--- src/egcd_pkg.sv ---
`default_nettype none
// ----------------------------------------------------------------------------
// egcd_pkg
// Shared types for the extended gcd unit: divider control flags (start, busy, done).
// ----------------------------------------------------------------------------
package egcd_pkg;

  typedef struct packed {
    logic start;
    logic busy;
    logic done;
  } div_ctrl_t;

endpackage
`default_nettype wire

--- src/egcd_div.sv ---
`default_nettype none
// ----------------------------------------------------------------------------
// egcd_div
// Restoring divider, one quotient bit per cycle.
// Takes the dividend and divisor on start.
// Returns the quotient and remainder when done is raised.
// ----------------------------------------------------------------------------
module egcd_div #(
  parameter int W = 64
) (
  input  wire logic            clk,
  input  wire logic            rst,
  input  wire logic            start,
  input  wire logic [W-1:0]    dividend,
  input  wire logic [W-1:0]    divisor,
  output egcd_pkg::div_ctrl_t  ctrl,
  output logic      [W-1:0]    quotient,
  output logic      [W-1:0]    remainder
);
  localparam int CW = $clog2(W + 1);

  logic [CW-1:0] count;
  logic          busy;
  logic          done;
  logic [W-1:0]  dvs;
  logic [W:0]    trial;
  logic [W:0]    diff;

  assign trial = {remainder, quotient[W-1]};
  assign diff  = trial - {1'b0, dvs};

  always_ff @(posedge clk) begin
    if (rst) begin
      busy  <= 1'b0;
      done  <= 1'b0;
      count <= '0;
    end else begin
      done <= 1'b0;
      if (start) begin
        busy  <= 1'b1;
        count <= CW'(W);
      end else if (busy) begin
        count <= count - CW'(1);
        if (count == CW'(1)) begin
          busy <= 1'b0;
          done <= 1'b1;
        end
      end
    end
  end

  always_ff @(posedge clk) begin
    if (start) begin
      quotient  <= dividend;
      remainder <= '0;
      dvs       <= divisor;
    end else if (busy) begin
      if (!diff[W]) begin
        remainder <= diff[W-1:0];
        quotient  <= {quotient[W-2:0], 1'b1};
      end else begin
        remainder <= trial[W-1:0];
        quotient  <= {quotient[W-2:0], 1'b0};
      end
    end
  end

  assign ctrl = {start, busy, done};
endmodule
`default_nettype wire

--- src/egcd_mac.sv ---
`default_nettype none
// ----------------------------------------------------------------------------
// egcd_mac
// Shift-add multiply-accumulate, one bit of q per cycle: acc + q*m.
// Used twice per step (s, t) under the sequencer.
// ----------------------------------------------------------------------------
module egcd_mac #(
  parameter int W = 64
) (
  input  wire logic         clk,
  input  wire logic         rst,
  input  wire logic         start,
  input  wire logic [W-1:0] q,
  input  wire logic [W-1:0] m,
  input  wire logic [W-1:0] acc_in,
  output logic              done,
  output logic      [W-1:0] acc
);
  localparam int CW = $clog2(W + 1);

  logic [CW-1:0] count;
  logic          busy;
  logic [W-1:0]  qs;
  logic [W-1:0]  ms;

  always_ff @(posedge clk) begin
    if (rst) begin
      busy  <= 1'b0;
      done  <= 1'b0;
      count <= '0;
    end else begin
      done <= 1'b0;
      if (start) begin
        busy  <= 1'b1;
        count <= CW'(W);
      end else if (busy) begin
        count <= count - CW'(1);
        if (count == CW'(1) || qs[W-1:1] == '0) begin
          busy <= 1'b0;
          done <= 1'b1;
        end
      end
    end
  end

  always_ff @(posedge clk) begin
    if (start) begin
      acc <= acc_in;
      qs  <= q;
      ms  <= m;
    end else if (busy) begin
      if (qs[0]) begin
        acc <= acc + ms;
      end
      qs <= qs >> 1;
      ms <= ms << 1;
    end
  end
endmodule
`default_nettype wire

--- src/extended_gcd_bezout_unit.sv ---
`default_nettype none
// ----------------------------------------------------------------------------
// extended_gcd_bezout_unit
// Extended Euclid: gcd and Bezout coefficients of two unsigned operands.
// ----------------------------------------------------------------------------
// Sequence: per Euclid step, a check, a bit-serial divide and two
//   multiply-accumulate passes, each ending early once the quotient runs out;
//   the operands are loaded first, and a final check comes before the report.
// Throughput: one transaction at a time; the next is taken after the result
//   leaves. The bit-serial divider and the shared multiply-accumulate set it.
// Reset: synchronous, clears the sequencer; no state is kept across items.
module extended_gcd_bezout_unit #(
  parameter int OPERAND_WIDTH = 64
) (
  input  wire logic                     clk,
  input  wire logic                     rst,
  input  wire logic                     in_valid,
  output logic                          in_ready,
  input  wire logic [OPERAND_WIDTH-1:0] operand_a,
  input  wire logic [OPERAND_WIDTH-1:0] operand_b,
  output logic                          out_valid,
  input  wire logic                     out_ready,
  output logic      [OPERAND_WIDTH-1:0] divisor,
  output logic signed [OPERAND_WIDTH-1:0] coef_a,
  output logic signed [OPERAND_WIDTH-1:0] coef_b
);
  localparam int W = OPERAND_WIDTH;
  localparam logic [2:0] ST_IDLE = 3'd0;
  localparam logic [2:0] ST_DIV  = 3'd1;
  localparam logic [2:0] ST_MS   = 3'd2;
  localparam logic [2:0] ST_MT   = 3'd3;
  localparam logic [2:0] ST_CHK  = 3'd4;
  localparam logic [2:0] ST_OUT  = 3'd5;

  logic [2:0]   state;
  logic [W-1:0] r_prev, r_cur, s_prev, s_cur, t_prev, t_cur, q, rem;
  logic         odd;
  logic         div_start, mac_start, mac_done;
  logic [W-1:0] mac_m, mac_acc_in, mac_acc, div_q, div_r;
  egcd_pkg::div_ctrl_t div_ctrl;
  logic         launched;

  egcd_div #(.W(W)) u_div (
    .clk(clk), .rst(rst), .start(div_start), .dividend(r_prev),
    .divisor(r_cur), .ctrl(div_ctrl), .quotient(div_q), .remainder(div_r)
  );

  egcd_mac #(.W(W)) u_mac (
    .clk(clk), .rst(rst), .start(mac_start), .q(q), .m(mac_m),
    .acc_in(mac_acc_in), .done(mac_done), .acc(mac_acc)
  );

  assign mac_m      = (state == ST_MS) ? s_cur : t_cur;
  assign mac_acc_in = (state == ST_MS) ? s_prev : t_prev;
  assign div_start  = (state == ST_DIV) && !launched;
  assign mac_start  = (state == ST_MS || state == ST_MT) && !launched;
  assign in_ready   = (state == ST_IDLE);
  assign out_valid  = (state == ST_OUT);

  always_ff @(posedge clk) begin
    if (rst) begin
      state    <= ST_IDLE;
      launched <= 1'b0;
    end else begin
      unique case (state)
        ST_IDLE: if (in_valid) state <= ST_CHK;
        ST_CHK:  state <= (r_cur == '0) ? ST_OUT : ST_DIV;
        ST_DIV: begin
          launched <= 1'b1;
          if (div_ctrl.done) begin
            launched <= 1'b0;
            state    <= ST_MS;
          end
        end
        ST_MS: begin
          launched <= 1'b1;
          if (mac_done) begin
            launched <= 1'b0;
            state    <= ST_MT;
          end
        end
        ST_MT: begin
          launched <= 1'b1;
          if (mac_done) begin
            launched <= 1'b0;
            state    <= ST_CHK;
          end
        end
        ST_OUT:  if (out_ready) state <= ST_IDLE;
        default: state <= ST_IDLE;
      endcase
    end
  end

  always_ff @(posedge clk) begin
    if (state == ST_IDLE && in_valid) begin
      r_prev <= operand_a;
      r_cur  <= operand_b;
      s_prev <= W'(1);
      s_cur  <= '0;
      t_prev <= '0;
      t_cur  <= W'(1);
      odd    <= 1'b0;
    end
    if (state == ST_DIV && div_ctrl.done) begin
      q   <= div_q;
      rem <= div_r;
    end
    if (state == ST_MS && launched && mac_done) begin
      s_prev <= s_cur;
      s_cur  <= mac_acc;
    end
    if (state == ST_MT && launched && mac_done) begin
      t_prev <= t_cur;
      t_cur  <= mac_acc;
      r_prev <= r_cur;
      r_cur  <= rem;
      odd    <= !odd;
    end
  end

  assign divisor = r_prev;
  assign coef_a  = odd ? -s_prev : s_prev;
  assign coef_b  = odd ? t_prev : -t_prev;

  a_out_hold: assert property (@(posedge clk) disable iff (rst)
    out_valid && !out_ready |=> out_valid && $stable(divisor))
    else $error("result changed while stalled");
  a_no_overlap: assert property (@(posedge clk) disable iff (rst)
    !(in_ready && out_valid))
    else $error("ready while result pending");
  a_div_idle: assert property (@(posedge clk) disable iff (rst)
    div_ctrl.busy |-> state == ST_DIV)
    else $error("divider busy outside divide step");
endmodule
`default_nettype wire

--- config.mk ---
export PLATFORM = sky130hd
export DESIGN_NAME = extended_gcd_bezout_unit
export DESIGN_NICKNAME = d
export VERILOG_FILES = /design/src/egcd_pkg.sv /design/src/egcd_div.sv /design/src/egcd_mac.sv /design/src/extended_gcd_bezout_unit.sv
export SDC_FILE = /design/constraint.sdc
export NUM_CORES = 2
export LEC_CHECK = 0
export ABC_AREA = 0
export BUFFER_PORTS_ARGS = -buffer_cell sky130_fd_sc_hd__buf_2
export CAP_MARGIN = 30
export CORE_ASPECT_RATIO = 1.25
export CORE_MARGIN = 2
export CORE_UTILIZATION = 61
export CTS_BUF_LIST = sky130_fd_sc_hd__clkbuf_8
export DETAILED_ROUTE_END_ITERATION = 8
export PLACE_DENSITY = 0.87
export SETUP_SLACK_MARGIN = 0.15
export SLEW_MARGIN = 5
export SYNTH_ARGS = -nofsm -noshare
export SYNTH_HDL_FRONTEND = slang
export SYNTH_SLANG_ARGS = --single-unit
export TNS_END_PERCENT = 5
--- constraint.sdc ---
create_clock -name clk -period 14.75 [get_ports clk]
set_input_delay 2.95 -clock clk [delete_from_list [all_inputs] [get_ports clk]]
set_output_delay 2.95 -clock clk [all_outputs]
set_load 0.03 [all_outputs]
# ---- Word-level counts from Yosys, hierarchy flattened
# Index checks and enable logic that the tools add are counted.
dict set report op_classes {
  addsub 6
  eq_ne 12
  mux 49
  bitwise_logic 2
  reduce_logical 28
}
# op count
set ops {}
lappend ops {{two-way mux 64 bit} 24}
lappend ops {{negation 64 bit} 2}
lappend ops {{subtractor 65 x 64 -> 65 bit} 1}
lappend ops {{adder 64 bit} 1}
lappend ops {{zero test 64 bit} 1}
lappend ops {{zero test 63 bit} 1}
lappend ops {{two-way mux 7 bit} 4}
lappend ops {{two-way mux 3 bit} 6}
lappend ops {{case mux 3 bit (6 select lines)} 1}
lappend ops {{== test 7 x 1 -> 1 bit, second input constant} 2}
lappend ops {{subtractor 7 x 1 -> 7 bit, second input constant} 2}
lappend ops {{two-way mux 1 bit} 13}
lappend ops {{nonzero test 2 bit} 6}
lappend ops {{logical AND 1 bit} 8}
lappend ops {{!= test 2 x 1 -> 1 bit, second input constant} 4}
lappend ops {{== test 3 x 2 -> 1 bit, second input constant} 2}
lappend ops {{== test 3 bit, second input constant} 2}
lappend ops {{OR reduction 2 bit} 3}
lappend ops {{OR reduction 3 bit} 2}
lappend ops {{AND reduction 5 bit} 1}
lappend ops {{== test 3 x 1 -> 1 bit, second input constant} 1}
lappend ops {{zero test 3 bit} 1}
lappend ops {{zero test 1 bit} 2}
lappend ops {{logical OR 1 bit} 2}
lappend ops {{4 further kinds} 5}
dict set report totals {
  regBits 919
  inputBits 132
  output_inout_bits 194
  wordCells 122
}

# ---- Logic depth before layout (Yosys ltp)
dict set report depth {
  depth_word 5
  ltp_mapped 14
  ltp_nobuf 13
}

# ---- Hierarchy
# A second synthesis with hierarchy kept.
dict set report unflattened {
  cells_unflattened 4171
  area_unflattened_um2 47803.3
}
# mod instances cells_each area_each_um2 seq_area_each_um2
set by_module_without_submodules {}
lappend by_module_without_submodules {extended_gcd_bezout_unit 1 1862 23615.1 15484.9}
lappend by_module_without_submodules {egcd_mac 1 1105 12268.0 5945.7}
lappend by_module_without_submodules {egcd_div 1 1204 11920.2 5305.1}

# ---- Least setup slack after synthesis
# Ideal clock, no wire load.
dict set report synth_timing {
  path_type {register to register}
  start {reg state[1]}
  end {reg s_cur[0], enable pin}
  setup_ns 0.792
  arrival_ns 9.916
  required_time_ns 13.958
  setup_slack_ns 4.042
  stages_incl_launch_ff 5
  n_path_buf 1
  synth_period_minus_slack_ns 10.708
  cell_sequence {dfxtp_1 -> nor2b_1 -> nand2_1 -> clkbuf_1 -> o21ai_0}
}
dict set report synth_between {
  elab_chain_len 4
  elab_cells_between_ends 6
  cone_classes {eq/ne: 1; reduce/logical: 5}
}
# element line
set synth_lines {}
lappend synth_lines {{start: declaration} extended_gcd_bezout_unit.sv:35} ;# logic [2:0] state;
lappend synth_lines {{start signal: assignment} extended_gcd_bezout_unit.sv:67} ;# ST_CHK: state <= (r_cur == '0) ? ST_OUT : ST_DIV;
lappend synth_lines {{== test 3 x 2 -> 1 bit} extended_gcd_bezout_unit.sv:109} ;# if (state == ST_MS && launched && mac_done) begin
lappend synth_lines {{logical AND 1 bit (2 in a row)} extended_gcd_bezout_unit.sv:109}
lappend synth_lines {{nonzero test 2 bit (no line) (*)} n/a}
lappend synth_lines {{end signal: assignment} extended_gcd_bezout_unit.sv:111} ;# s_cur <= mac_acc;
lappend synth_lines {{end: declaration} extended_gcd_bezout_unit.sv:36} ;# logic [W-1:0] r_prev, r_cur, s_prev, s_cur, t_prev, t_cur, q, rem;
# Mark *: on every way between the ends. The rest lies on a longest branch, timed or not.
# A chain may end at the register's enable or synchronous reset.

# ---- Worst setup path in the final report
dict set report layout_timing {
  start {reg t_prev[4]}
  end {out coef_b[63]}
}
dict set report layout_between {
  elab_chain_len 2
}
# element line
set layout_lines {}
lappend layout_lines {{start: declaration} extended_gcd_bezout_unit.sv:36}
lappend layout_lines {{start signal: assignment} extended_gcd_bezout_unit.sv:114} ;# t_prev <= t_cur;
lappend layout_lines {{negation 64 bit} extended_gcd_bezout_unit.sv:124} ;# assign coef_b = odd ? t_prev : -t_prev;
lappend layout_lines {{two-way mux 64 bit} extended_gcd_bezout_unit.sv:124}
lappend layout_lines {{end: declaration} extended_gcd_bezout_unit.sv:25} ;# output logic signed [OPERAND_WIDTH-1:0] coef_b
# Every way passes these cells.

==> impl_table.tex <==
\begin{tabular}{lr}
\hline
Metric & Value \\
\hline
\multicolumn{2}{l}{\textbf{Status}} \\
Outcome & completed \\
\multicolumn{2}{l}{\textbf{Min path}} \\
Number of cells on the worst hold path & 0 \\
Hold path startpoint & u\_div.quotient[50]\$\_DFFE\_PP\_ \\
End point of the worst hold path & q[50]\$\_DFFE\_PP\_ \\
Worst min path class & reg -> reg \\
\multicolumn{2}{l}{\textbf{STA}} \\
Crit share post-route & 53.3\% \\
Final Hold Vio Count & 0 \\
Final number of max-transition violations & 0 \\
Min cycle time layout & 7860 ps \\
Max-Slew Margin vs Limit & 31.1\% \\
Slack of the critical path & 6890 ps \\
Setup Skew & 39.5 ps \\
Hold slack & 436 ps \\
Count of final setup violators & 0 \\
Tightest Pin Transition & 1030 ps \\
Unrepaired setup endpoints after global routing & no \\
Maximum clock frequency & 127 MHz \\
Setup TNS & 0 ps \\
\multicolumn{2}{l}{\textbf{Power and ir drop}} \\
Net switching fraction of the power & 32.4\% \\
Final Total Pwr & 7.17 mW \\
Combinational share of power & 24.1\% \\
Worst VDD drop & 0.000118 V \\
Internal power & 4.85 mW \\
LEAKAGE & 20.3 nW \\
Clock share of power & 29.8\% \\
NetSw & 2.32 mW \\
Pwr dens & 138 nW/um\^{}2 \\
Part of the power in registers & 46.0\% \\
\multicolumn{2}{l}{\textbf{Route}} \\
Initial drt markers & 3403 \\
Iteration count of the initial detailed-routing pass & 8 \\
ANT nets after route & 0 \\
Met2 wire length & 62200 microns \\
Met3 wire length & 8480 microns \\
DRC & 0 \\
Total Wirelength & 122000 microns \\
Final routed wire length divided by cell count & 21.0 microns \\
Vias/cell & 6.10 \\
Highest Signal Layer & met5 \\
Total number of vias & 35400 \\
Routed met1 length & 45100 microns \\
\multicolumn{2}{l}{\textbf{Job}} \\
Number of violations of the max-capacitance limit & 0 \\
\multicolumn{2}{l}{\textbf{Clock tree}} \\
Clock-pin slew on the worst setup and hold paths & 60 ps \\
Root Driver & clkbuf\_8 \\
CTS tree & yes \\
Clock Sinks & 919 \\
Total of cells resized after clock tree synthesis & 0 \\
Clock H-tree levels & 4 \\
Cts hold-fix bufs & 0 \\
CTS buffer count & 142 \\
Clock buffer depth & 3 \\
Clock latency on the worst-skew pair & 820 ps \\
Number of buffers inserted by post-CTS setup repair & 0 \\
\multicolumn{2}{l}{\textbf{Setup path}} \\
Crit. End Element & primary output \\
Maximum fanout count along the critical path & 7 \\
Startpoint of the worst-slack reg-to-reg timing path & u\_div.quotient[63]\$\_DFFE\_PP\_ \\
Critical path's most frequent cell & and2\_1 \\
Cell breakdown of the critical path & nor3\_1, nand2\_1, nor4b\_2, and2\_1, and2\_1, and4b\_1, nand3b\_1, nor2\_1, a31oi\_1, xor2\_1, buf\_2 \\
Data arrival time of the critical path & 4910 ps \\
FF-to-FF path depth & 15 \\
Type of the setup path with the least slack & reg -> out \\
Setup slack on the worst flop-to-flop path & 10290 ps \\
Worst endpoint required time & 11800 ps \\
Critical-path cell with the highest stage delay & nor4b\_2 \\
Type of origin of the critical path & flop \\
Critical register-to-register path endpoint & u\_div.remainder[7]\$\_SDFFE\_PP0P\_ \\
CP max stage delay & 500 ps \\
\multicolumn{2}{l}{\textbf{Synthesis}} \\
Most frequent cells after synthesis & nand2\_1 (1017), edfxtp\_1 (833), o21ai\_0 (294) \\
YS warnings & 0 \\
Net count of the mapped netlist & 4721 \\
Sequential-to-total area share from yosys stat & 57.3\% \\
Cell taking the most area after synthesis & edfxtp\_1 \\
Register bit count reported by yosys & 919 \\
Dominant cell by count in the synthesized netlist & nand2\_1 \\
Number of flops mapped to enable cells by yosys & 833 \\
Post-synthesis instance area & 46600 sq um \\
Syn avg cell area & 10.5 sq um \\
Fraction of registers with async set/reset & 0\% \\
Number of cells produced by synthesis & 4454 \\
Most frequently used flop master after synthesis & edfxtp\_1 \\
Biggest area contributors in the synthesized netlist & edfxtp\_1 (54\%), nand2\_1 (8.2\%), dfxtp\_1 (3.7\%), and2\_1 (3.6\%), ha\_1 (3.6\%) \\
Fraction of synthesized cell area taken by the top area cell type & 53.6\% \\
Count of different cell masters after synthesis & 93 \\
\multicolumn{2}{l}{\textbf{Die}} \\
Placeable core region & 75900 sq um \\
Vertical die dimension & 313 microns \\
Initial core utilization & 61.4\% \\
Number of cell rows & 113 \\
Full die area & 78700 sq um \\
Die X-Extent & 251 microns \\
Boundary Pins & 326 \\
\multicolumn{2}{l}{\textbf{Placed design}} \\
Pre-CTS WS & 7830 ps \\
Final HPWL from detailed placement & 85400 microns \\
Placer's final routability congestion estimate & 0.967 \\
Instance area after placement & 49000 sq um \\
Number of port buffers & 325 \\
Placed Instances & 5545 \\
\multicolumn{2}{l}{\textbf{GRT}} \\
First-pass GRT wire length & 189000 microns \\
Total overflow reported by the global router & 0 \\
Number of antenna violations at the first check in global routing & 4 \\
Maximum number of pins on one net before global-route repair & 146 \\
Vias in the first global route & 35300 \\
Overall routing resource usage & 30.9\% \\
\multicolumn{2}{l}{\textbf{Cells and area}} \\
Final Core Density & 68.3\% \\
Final std cells w/o fill & 5804 \\
Fraction of final layout cells with drive strength greater than 1 & 12.6\% \\
Final Cell Area & 51800 sq um \\
Area growth from synthesis to layout & 11.1\% \\
\# nets final & 4980 \\
\hline
\end{tabular}
-- cells in the final DEF, fill, tap and decap left out, types with 55 or more instances in the layout --
master    synthesis  final
ha_1            133    133
nor2_1          151    147
o22ai_1          70     70
nand4_1          55     55
a21oi_1         254    254
nand2_1        1017   1014
xnor2_1         150    150
nor4_1           55     55
buf_2            15    325
dfxtp_1          86     84
o21ai_0         294    293
inv_1           131    180
o221ai_1         61     61
clkbuf_8          0    158
and2_1          266    266
xor2_1          102    102
edfxtp_1        833    833
-- metal layers --
metal  GRT usage [%]  vias up
met5               0        -
met4            16.3        2
met3            4.46      340
met2            54.2     1541
met1            36.9    17000
li1                -    16500
-- cell families (layout without fill, tap and decap cells) --
group / after synthesis / in the layout / synth area share [%]
AND/OR/NAND/NOR: 1764 / 1764 / 17.5
AO/OA/AOI/OAI: 948 / 948 / 12.4
flip-flops: 919 / 919 / 57.3
buffers and inverters: 381 / 751 / 3.16
XOR/XNOR: 254 / 254 / 4.80
adder cells (fa/ha/maj): 135 / 135 / 3.65
multiplexers: 53 / 53 / 1.14
other: 0 / 3 / 0
-- critical path: cells and delay by family (launching register included) --
kind | cells | cell delay (ps)
AO/OA/AOI/OAI | 1 | 300
buffers and inverters | 1 | 230
AND/OR/NAND/NOR | 8 | 2890
XOR/XNOR | 1 | 220
flip-flops | 1 | 440
-- power groups by stage --
stage               Clock [mW]  Combinational, mW  Sequential (mW)
floorplan                    0               1.25             3.32
global placement             0               1.66             3.34
detailed placement           0               1.70             3.34
CTS                       2.17               1.71             3.29
global route              2.27               1.88             3.32
finish                    2.14               1.73             3.30
-- area by class of cell --
class	instances	area [sq um]
Clock inverter	97	654
Sequential cell	919	26700
Tap cell	977	1220
Clock buffer	158	2170
Timing Repair Buffer	364	2020
Multi-Input combinational cell	3154	18500
Fill cell	5504	24100
Antenna cell	3	7.51
Inverter	132	498
-- how the worst max path moves through the flow --
| stage | start | end | slack, ps | depth (start not counted) |
|---|---|---|---|---|
| 2_1_floorplan | state[1]$_SDFFE_PP0P_ | s_cur[0]$_SDFFCE_PN0P_ | 4040 | 4 |
| 3_3_place_gp | t_prev[4]$_SDFFCE_PN0P_ | coef_b[63] | 7910 | 11 |
| 3_5_place_dp | t_prev[5]$_SDFFCE_PN0P_ | coef_b[63] | 7830 | 11 |
| 6_report | t_prev[4]$_SDFFCE_PN0P_ | coef_b[63] | 6890 | 11 |
| 5_1_grt | t_prev[4]$_SDFFCE_PN0P_ | coef_b[63] | 6770 | 11 |
| 4_1_cts | t_prev[4]$_SDFFCE_PN0P_ | coef_b[63] | 6920 | 11 |
Power figures use the tool's default switching activity.
